$ cat src/sv/pic_pkg.sv
// Shared types and codes for the programmable interrupt controller.
// Holds the request and response payload structs and the action codes.
// No dependencies.
`default_nettype none

package pic_pkg;

   typedef enum logic [1:0] {
      ACT_RAISE = 2'd0,
      ACT_POLL  = 2'd1,
      ACT_READ  = 2'd2,
      ACT_WRITE = 2'd3
   } action_type;

   typedef struct packed {
      action_type  action;
      logic [2:0]  irq_line;
      logic        port_sel;
      logic [7:0]  write_data;
   } req_type;

   typedef struct packed {
      logic [7:0]  read_data;
      logic [7:0]  vector;
      logic        vector_valid;
   } rsp_type;

   localparam logic PORT_CMD  = 1'b0;
   localparam logic PORT_DATA = 1'b1;

   // End-of-interrupt codes carried in command bits 7..5.
   localparam logic [2:0] EOI_NONSPECIFIC = 3'd1;
   localparam logic [2:0] EOI_SPECIFIC    = 3'd3;

   localparam logic [7:0] MASK_RESET = 8'hFF;
   localparam logic [7:0] BASE_RESET = 8'h08;
   localparam logic [7:0] BASE_KEEP  = 8'hF8;

endpackage

`default_nettype wire

$ cat src/sv/programmable_interrupt_controller.sv
// Eight-line interrupt controller with fixed priority, line 0 highest.
// Depends on pic_pkg for the payload structs and the action codes.
`default_nettype none

// One item is accepted every cycle when the result side keeps up. Each item
// passes through an input register and then a result register, where its
// result is offered; the request/in-service/mask update and the priority
// encode happen combinationally between those registers.
// The result register lets a new item be taken while an older result waits.
module programmable_interrupt_controller
   import pic_pkg::*;
(
   input  wire logic    clock,
   input  wire logic    reset,
   input  wire logic    req_valid,
   output logic         req_ready,
   input  wire req_type req_data,
   output logic         rsp_valid,
   input  wire logic    rsp_ready,
   output rsp_type      rsp_data
);

   typedef enum logic [2:0] {
      INIT_READY = 3'b001,
      INIT_BASE  = 3'b010,
      INIT_MODE  = 3'b100
   } init_type;

   function automatic logic [2:0] low_index(input logic [7:0] v);
      logic [2:0] idx;
      idx = 3'd0;
      for (int i = 7; i >= 0; i--) begin
         if (v[i]) begin
            idx = 3'(i);
         end
      end
      return idx;
   endfunction

   // Input stage.
   logic     in_vld_ff;
   req_type  in_ff;
   // Result stage.
   logic     rsp_vld_ff;
   rsp_type  rsp_ff;
   rsp_type  rsp_in;

   // Controller state.
   logic [7:0] request_ff,    request_in;
   logic [7:0] in_service_ff, in_service_in;
   logic [7:0] mask_ff,       mask_in;
   logic [7:0] base_ff,       base_in;
   init_type   init_ff,       init_in;
   logic       mode_exp_ff,   mode_exp_in;
   logic       isr_sel_ff,    isr_sel_in;

   logic       advance;
   logic [7:0] pending;
   logic [7:0] pend_low;
   logic [7:0] cmd;

   assign advance   = in_vld_ff && (!rsp_vld_ff || rsp_ready);
   assign req_ready = !in_vld_ff || advance;
   assign rsp_valid = rsp_vld_ff;
   assign rsp_data  = rsp_ff;

   assign pending  = request_ff & ~mask_ff;
   // Isolate the lowest set bit of the pending word.
   assign pend_low = pending & (~pending + 8'd1);
   assign cmd      = in_ff.write_data;

   always_comb begin
      request_in    = request_ff;
      in_service_in = in_service_ff;
      mask_in       = mask_ff;
      base_in       = base_ff;
      init_in       = init_ff;
      mode_exp_in   = mode_exp_ff;
      isr_sel_in    = isr_sel_ff;
      rsp_in        = '0;

      case (in_ff.action)
         ACT_RAISE: begin
            request_in = request_ff | (8'd1 << in_ff.irq_line);
         end
         ACT_POLL: begin
            if (pending != 8'd0) begin
               request_in          = request_ff & ~pend_low;
               in_service_in       = in_service_ff | pend_low;
               rsp_in.vector       = base_ff + {5'd0, low_index(pending)};
               rsp_in.vector_valid = 1'b1;
            end
         end
         ACT_READ: begin
            if (in_ff.port_sel == PORT_CMD) begin
               rsp_in.read_data = isr_sel_ff ? in_service_ff : request_ff;
            end else begin
               rsp_in.read_data = mask_ff;
            end
         end
         ACT_WRITE: begin
            if (in_ff.port_sel == PORT_CMD) begin
               if (cmd[4]) begin
                  // Start of initialization clears the interrupt registers.
                  mode_exp_in   = cmd[0];
                  mask_in       = 8'd0;
                  in_service_in = 8'd0;
                  request_in    = 8'd0;
                  isr_sel_in    = 1'b0;
                  init_in       = INIT_BASE;
               end else if (cmd[3]) begin
                  if (cmd[1]) begin
                     isr_sel_in = cmd[0];
                  end
               end else if (cmd[7:5] == EOI_NONSPECIFIC) begin
                  // Clearing the lowest set bit; a zero register stays zero.
                  in_service_in = in_service_ff & (in_service_ff - 8'd1);
               end else if (cmd[7:5] == EOI_SPECIFIC) begin
                  in_service_in = in_service_ff & ~(8'd1 << cmd[2:0]);
               end
            end else begin
               case (init_ff)
                  INIT_BASE: begin
                     base_in = cmd & BASE_KEEP;
                     init_in = mode_exp_ff ? INIT_MODE : INIT_READY;
                  end
                  INIT_MODE: begin
                     init_in = INIT_READY;
                  end
                  default: begin
                     mask_in = cmd;
                  end
               endcase
            end
         end
         default: begin
            rsp_in = '0;
         end
      endcase
   end

   always_ff @(posedge clock) begin
      if (reset) begin
         in_vld_ff     <= 1'b0;
         rsp_vld_ff    <= 1'b0;
         request_ff    <= 8'd0;
         in_service_ff <= 8'd0;
         mask_ff       <= MASK_RESET;
         base_ff       <= BASE_RESET;
         init_ff       <= INIT_READY;
         mode_exp_ff   <= 1'b0;
         isr_sel_ff    <= 1'b0;
      end else begin
         if (req_ready) begin
            in_vld_ff <= req_valid;
         end
         if (advance) begin
            rsp_vld_ff    <= 1'b1;
            request_ff    <= request_in;
            in_service_ff <= in_service_in;
            mask_ff       <= mask_in;
            base_ff       <= base_in;
            init_ff       <= init_in;
            mode_exp_ff   <= mode_exp_in;
            isr_sel_ff    <= isr_sel_in;
         end else if (rsp_ready) begin
            rsp_vld_ff <= 1'b0;
         end
      end
   end

   always_ff @(posedge clock) begin
      if (req_valid && req_ready) begin
         in_ff <= req_data;
      end
      if (advance) begin
         rsp_ff <= rsp_in;
      end
   end

`ifndef SYNTHESIS
   // An acknowledged line is in service and no longer requested right after.
   assert property (@(posedge clock) disable iff (reset)
      $past(!reset && advance && in_ff.action == ACT_POLL && pending != 8'd0)
      |-> in_service_ff[rsp_ff.vector[2:0]] && !request_ff[rsp_ff.vector[2:0]])
      else $error("acknowledged line not moved to in-service");

   assert property (@(posedge clock) disable iff (reset)
      rsp_vld_ff && !rsp_ff.vector_valid |-> rsp_ff.vector == 8'd0)
      else $error("vector set without a successful poll");

   assert property (@(posedge clock) disable iff (reset)
      rsp_vld_ff && rsp_ff.vector_valid |-> rsp_ff.read_data == 8'd0)
      else $error("read data set on a poll result");

   assert property (@(posedge clock) disable iff (reset)
      !req_ready |-> in_vld_ff && rsp_vld_ff && !rsp_ready)
      else $error("input stalled while the pipeline could move");
`endif

endmodule

`default_nettype wire
$ cat config.mk
export PLATFORM = sky130hd
export DESIGN_NAME = programmable_interrupt_controller
export DESIGN_NICKNAME = d
export VERILOG_FILES = /design/src/sv/pic_pkg.sv /design/src/sv/programmable_interrupt_controller.sv
export SDC_FILE = /design/constraint.sdc
export NUM_CORES = 1
export LEC_CHECK = 0
export BUFFER_PORTS_ARGS = -buffer_cell sky130_fd_sc_hd__buf_2
export CORE_AREA = 2 2 78 154
export CTS_CLUSTER_SIZE = 20
export DETAILED_ROUTE_END_ITERATION = 16
export DIE_AREA = 0 0 80 156
export SKIP_LAST_GASP = 1
export SLEW_MARGIN = 20
export SYNTH_ARGS = -nofsm -noshare
export SYNTH_HDL_FRONTEND = slang
export SYNTH_SLANG_ARGS = --single-unit
$ cat constraint.sdc
create_clock -name clock -period 2.35 [get_ports clock]
set_input_delay 0.3525 -clock clock [delete_from_list [all_inputs] [get_ports clock]]
set_output_delay 0.3525 -clock clock [all_outputs]
set_load 0.05 [all_outputs]
Word level (Yosys, flattened, before mapping)
Index checks and enable logic that the tools add are counted.
{"block": "classes", "muxes": 35, "n_eq_ne": 14, "addsub": 3, "shifts": 2, "bitwise": 12, "n_reduce_logical": 23}
{"cell": "two-way mux 8 bit", "n": 13}
{"cell": "AND 8 bit", "n": 5}
{"cell": "two-way mux 3 bit", "n": 13}
{"cell": "NOT 8 bit", "n": 4}
{"cell": "one-hot mux 8 bit (3 select lines)", "n": 1}
{"cell": "bitwise OR 8 bit", "n": 2}
{"cell": "one-hot mux 8 bit (2 select lines)", "n": 1}
{"cell": "AND reduction 4 bit", "n": 4}
{"cell": "<< shifter 1 x 3 -> 8 bit, first input constant", "n": 2}
{"cell": "AND reduction 5 bit", "n": 2}
{"cell": "nonzero test 2 bit", "n": 5}
{"cell": "adder 8 x 1 -> 8 bit, second input constant", "n": 1}
{"cell": "adder 8 x 3 -> 8 bit", "n": 1}
{"cell": "inequality test 2 bit, second input constant", "n": 4}
{"cell": "nonzero test 8 bit", "n": 1}
{"cell": "subtractor 8 x 1 -> 8 bit, second input constant", "n": 1}
{"cell": "== test 3 x 2 -> 1 bit, second input constant", "n": 2}
{"cell": "two-way mux 1 bit", "n": 6}
{"cell": "one-hot mux 3 bit (2 select lines)", "n": 1}
{"cell": "AND reduction 6 bit", "n": 1}
{"cell": "== test 2 bit, second input constant", "n": 2}
{"cell": "inequality test 4 bit, second input constant", "n": 1}
{"cell": "== test 3 x 1 -> 1 bit, second input constant", "n": 1}
{"cell": "== test 3 bit, second input constant", "n": 1}
{"cell": "other kinds (11)", "n": 14}
{"block": "totals", "output_inout_bits": 19, "input_bits": 18, "wordCells": 105, "ff_bits": 67}

Logic depth before layout (Yosys ltp)
{"block": "depth", "word_depth": 13, "depth_mapped": 6, "mapped_depth_nobuf": 6}

Worst setup path after synthesis
No wires, ideal clock.
{"block": "synth_timing", "kind": "reg2reg", "from": "register rsp_vld_ff (netlist: rsp_valid)", "to": "register in_ff, in the netlist cmd[0], enable pin", "required_time_ns": 2.041, "period_less_slack_ns": 1.967, "arrival_time_ns": 1.659, "n_path_buf": 0, "setup_time_ns": 0.309, "stages_incl_launch_ff": 4, "setup_slack_ns": 0.383, "path_cell_list": "dfxtp_1 -> nor2b_1 -> nand2_1 -> and2_1"}
{"block": "synth_between", "elab_chain_cells": 5}
{"item": "start, declared", "line_no": "programmable_interrupt_controller.sv:44", "rtl": "logic rsp_vld_ff;"}
{"item": "start signal, assigned", "line_no": "programmable_interrupt_controller.sv:145", "rtl": "rsp_vld_ff <= 1'b0;"}
{"item": "start signal, assigned", "line_no": "programmable_interrupt_controller.sv:158", "rtl": "rsp_vld_ff <= 1'b1;"}
{"item": "start signal, assigned", "line_no": "programmable_interrupt_controller.sv:167", "rtl": "rsp_vld_ff <= 1'b0;"}
{"item": "logical NOT 1 bit", "line_no": "programmable_interrupt_controller.sv:62", "rtl": "assign advance = in_vld_ff && (!rsp_vld_ff || rsp_ready);"}
{"item": "logical OR 1 bit", "line_no": "programmable_interrupt_controller.sv:62"}
{"item": "logical AND 1 bit", "line_no": "programmable_interrupt_controller.sv:62"}
{"item": "logical OR 1 bit", "line_no": "programmable_interrupt_controller.sv:63", "rtl": "assign req_ready = !in_vld_ff || advance;"}
{"item": "net req_ready", "line_no": "programmable_interrupt_controller.sv:16", "rtl": "output logic req_ready,"}
{"item": "logical AND 1 bit", "line_no": "programmable_interrupt_controller.sv:173", "rtl": "if (req_valid && req_ready) begin"}
{"item": "end signal, assigned", "line_no": "programmable_interrupt_controller.sv:174", "rtl": "in_ff <= req_data;"}
{"item": "end, declared", "line_no": "programmable_interrupt_controller.sv:42", "rtl": "req_type in_ff;"}
The timed path passes the listed nets, and every way through them passes these cells.
A chain may end at the register's enable or synchronous reset.

Worst setup path in the final report
{"block": "layout_timing", "from": "register in_ff[13] in the netlist's numbering", "to": "register request_ff[1]"}
{"block": "layout_between", "elab_chain_cells": 3, "word_cells_on_any_way": 9, "cone_classes": "5 x eq/ne; 1 x mux; 3 x reduce/logical"}
{"item": "== test 2 x 1 -> 1 bit, or another cell as far along", "line_no": "programmable_interrupt_controller.sv:82", "rtl": "case (in_ff.action)"}
{"item": "inequality test 2 bit (no line) / nonzero test 3 bit (equally long branches)"}
{"item": "AND reduction 5 bit (no line)"}
{"item": "end signal, assigned", "line_no": "programmable_interrupt_controller.sv:159", "rtl": "request_ff <= request_in;"}
{"item": "end, declared", "line_no": "programmable_interrupt_controller.sv:49", "rtl": "logic [7:0] request_ff, request_in;"}
Parallel ways exist; a longest one is shown, timed or not.

==> out/metrics.yaml <==
clock_tree:
  cts_setup_buffers: 0
  htree_levels: 3
  cts-root-buf: "clkbuf_16"
  cts_resized: 0
  cts_hold_buffers: 0
  cts_tree: "built"
  cts.sinks: 67
  cts-buffers-inserted: 9
  insertion_delay_ns: 0.33
  clk_path_buf_depth: 2
  clk_pin_slew_ns: 0.06
worst_setup_path:
  critPathBufInv: 1
  crit_arrival_ns: 2.23
  worstPathRequired_ns: 2.60
  reg2reg_slack_ns: 0.37
  cp.depth: 5
  cp_slowest_cell: "nor3_1"
  critPathCaptureType: "flop"
  cp_max_fo: 11
  setup.worst_path.start_class: "flop"
  crit_family: "simple AND/OR/NAND/NOR gates"
  ff2ff_path_depth: 5
  r2r-end: "request_ff[1]"
  cpPeakStageDelay_ns: 0.61
  path_cells: "inv_2, nand3_1, nor3_1, a21oi_1, a211oi_2"
  critPathKind: "reg -> reg"
  r2r_start: "in_ff[13]"
power_and_ir_drop:
  ir_drop_v: 0.0003510
  total_power_mw: 2.834
  p_leak_nw: 1.392
  p_per_area_nw_per_um2: 720.7
place:
  place_congestion: 1.132
  placedInstanceArea_um2: 3632
  dp.cells: 485
  io_buffers: 36
  dpl.hpwl_mm: 7.010
timing:
  finalHoldViolCount: 0
  fin_crit_sh: 0.8418
  max_freq_mhz: 505.5
  fin_crit_ns: 1.978
  rsz0062_at_grt: "no"
  tightest_slew_ns: 0.7851
  slew_headroom: 0.4766
  fin_setup_tns_ns: 0
  finClkSkew_ns: 0.01017
  finalMaxSlewViolations: 0
  final-setup-viol-count: 0
global_routing:
  grt_first_pass_wirelength_mm: 14.68
  grt_usage: 0.1566
  grt_util_met3: 0.02257
  grt_start_max_net_pins: 39
  overflow: 0
  use_met2: 0.2948
  top_usage_layer: "met2"
  grt_use_met1: 0.1510
  grt_pass1_vias: 2726
  antenna_found_initial: 0
worst_hold_path:
  min_to: "cmd[0]"
  worstHoldStart: "req_data[0]"
  holdPathStages: 1
  hold_path_class: "in -> reg"
layout:
  diodes: 0
  syn_to_final_growth_pct: 19.23
  nNetsFinal: 373
  drive_gt1_frac: 0.2535
  final_cell_area_um2: 3933
  final_cells: 501
floorplan:
  die_y_um: 156
  fp.dieW_um: 80
  core_um2: 11290
  io_pins: 37
  initial_utilization: 0.2922
  dieArea_um2: 12480
  placement_rows: 55
yosys:
  syn_nets: 334
  synth-edff-count: 31
  synth_ff_type: "dfxtp_1"
  post_synth_instance_area_um2: 3298
  ys_seq_elements: 67
  syn_inst: 315
  synth_cell_types: 57
  syn_avg_cell_area_um2: 10.47
  yosysWarnings: 0
  async_flop_share: 0
  ys_seq_area_frac: 0.5008
routing:
  wl_per_cell_um: 17.86
  wl_mm: 8.949
  first_pass_iters: 4
  detail-route-antenna-nets: 0
  routed-via-count: 2598
  drc: 0
  via_per_inst: 5.186
  drt_iter0_drc: 140
outcome:
  status: "finished, final reports clean"
job:
  cap_violations: 0
-- how the worst max path moves through the flow --
stage	slack [ns]	from	to
3_5_place_dp	0.50	in_ff[8]	request_ff[2]
2_1_floorplan	0.38	rsp_valid	cmd[0]
5_1_grt	0.25	mask_ff[0]	in_service_ff[5]
4_1_cts	0.48	in_ff[8]	request_ff[2]
6_report	0.37	in_ff[13]	request_ff[1]
3_3_place_gp	0.49	in_ff[8]	request_ff[2]
-- state kept, by name, indices dropped and copies added, names as in the netlist --
signal / cells
isr_sel_ff: 1
mask_ff: 8
mode_exp_ff: 1
rsp_valid: 1
base_ff: 5
init_ff: 3
rsp_data: 17
cmd: 8
in_ff: 6
in_service_ff: 8
in_vld_ff: 1
request_ff: 8
-- cells in the final DEF (no fill, tap or decap), drive strengths merged, types with 11 or more instances in the layout --
cell    instances
buf            42
nor2           41
dfxtp          36
edfxtp         31
a21oi          29
nor3           20
nor2b          14
mux2i          13
nand2b         13
a211o          12
a211oi         11
-- cell families after synthesis --
logic type                 count (synthesis)  synth area share
and+or+nand+nor                          131            0.2409
AOI/OAI and AO/OA                         83            0.1874
DFF                                       67            0.5008
buffers and inverters                     20           0.02769
muxes                                     13           0.03945
adders and majority gates                  1          0.003793
-- final cells by class --
cell class | instances | area (µm²)
timing repair buffer | 42 | 225.2
sequential | 67 | 1652
clock inverter | 7 | 75.07
tap | 142 | 177.7
inverter | 6 | 22.52
multi-input combinational | 228 | 1555
fill | 1175 | 7353
clock buffer | 9 | 225.2
-- power breakdown --
group / total (mW) / internal [mW] / switching (mW)
Clock: 1.33 / 0.825 / 0.506
Combinational: 0.201 / 0.0629 / 0.138
Sequential: 1.30 / 1.26 / 0.0431
-- through the flow --
step,worst slack [ns],hold slack (ns),utilization
after floorplan,0.3829,0.4514,-
after global placement,0.4925,0.4687,0.3218
after detailed placement,0.4970,0.4881,0.3218
after CTS,0.4827,0.1826,0.3484
after global routing,0.2539,0.1825,0.3484
final,0.3717,0.1939,0.3484
-- Yosys cell counts, drive strengths merged (4+ instances only) --
library cell   n  area share
a211o         12       0.033
a211oi        11       0.035
a21oi         29       0.045
a31oi          5       0.014
and2           6       0.011
and3           8       0.016
buf            8       0.014
clkbuf         6      0.0068
dfxtp         36        0.22
edfxtp        31        0.28
inv            6      0.0068
mux2i         13       0.039
nand2          9       0.010
nand2b        13       0.025
nor2          41       0.047
nor2b         14       0.034
nor3          20       0.038
nor3b          4       0.013
o21a           5       0.011
o21ai          8       0.013
-- metal layers --
metal	wire, µm	part of all wire	up-vias
li1	-	-	1244
met1	3032	0.34	1249
met2	5134	0.57	78
met3	287	0.032	27
met4	494	0.055	0
met5	0	0	-
Power figures use the tool's default switching activity.
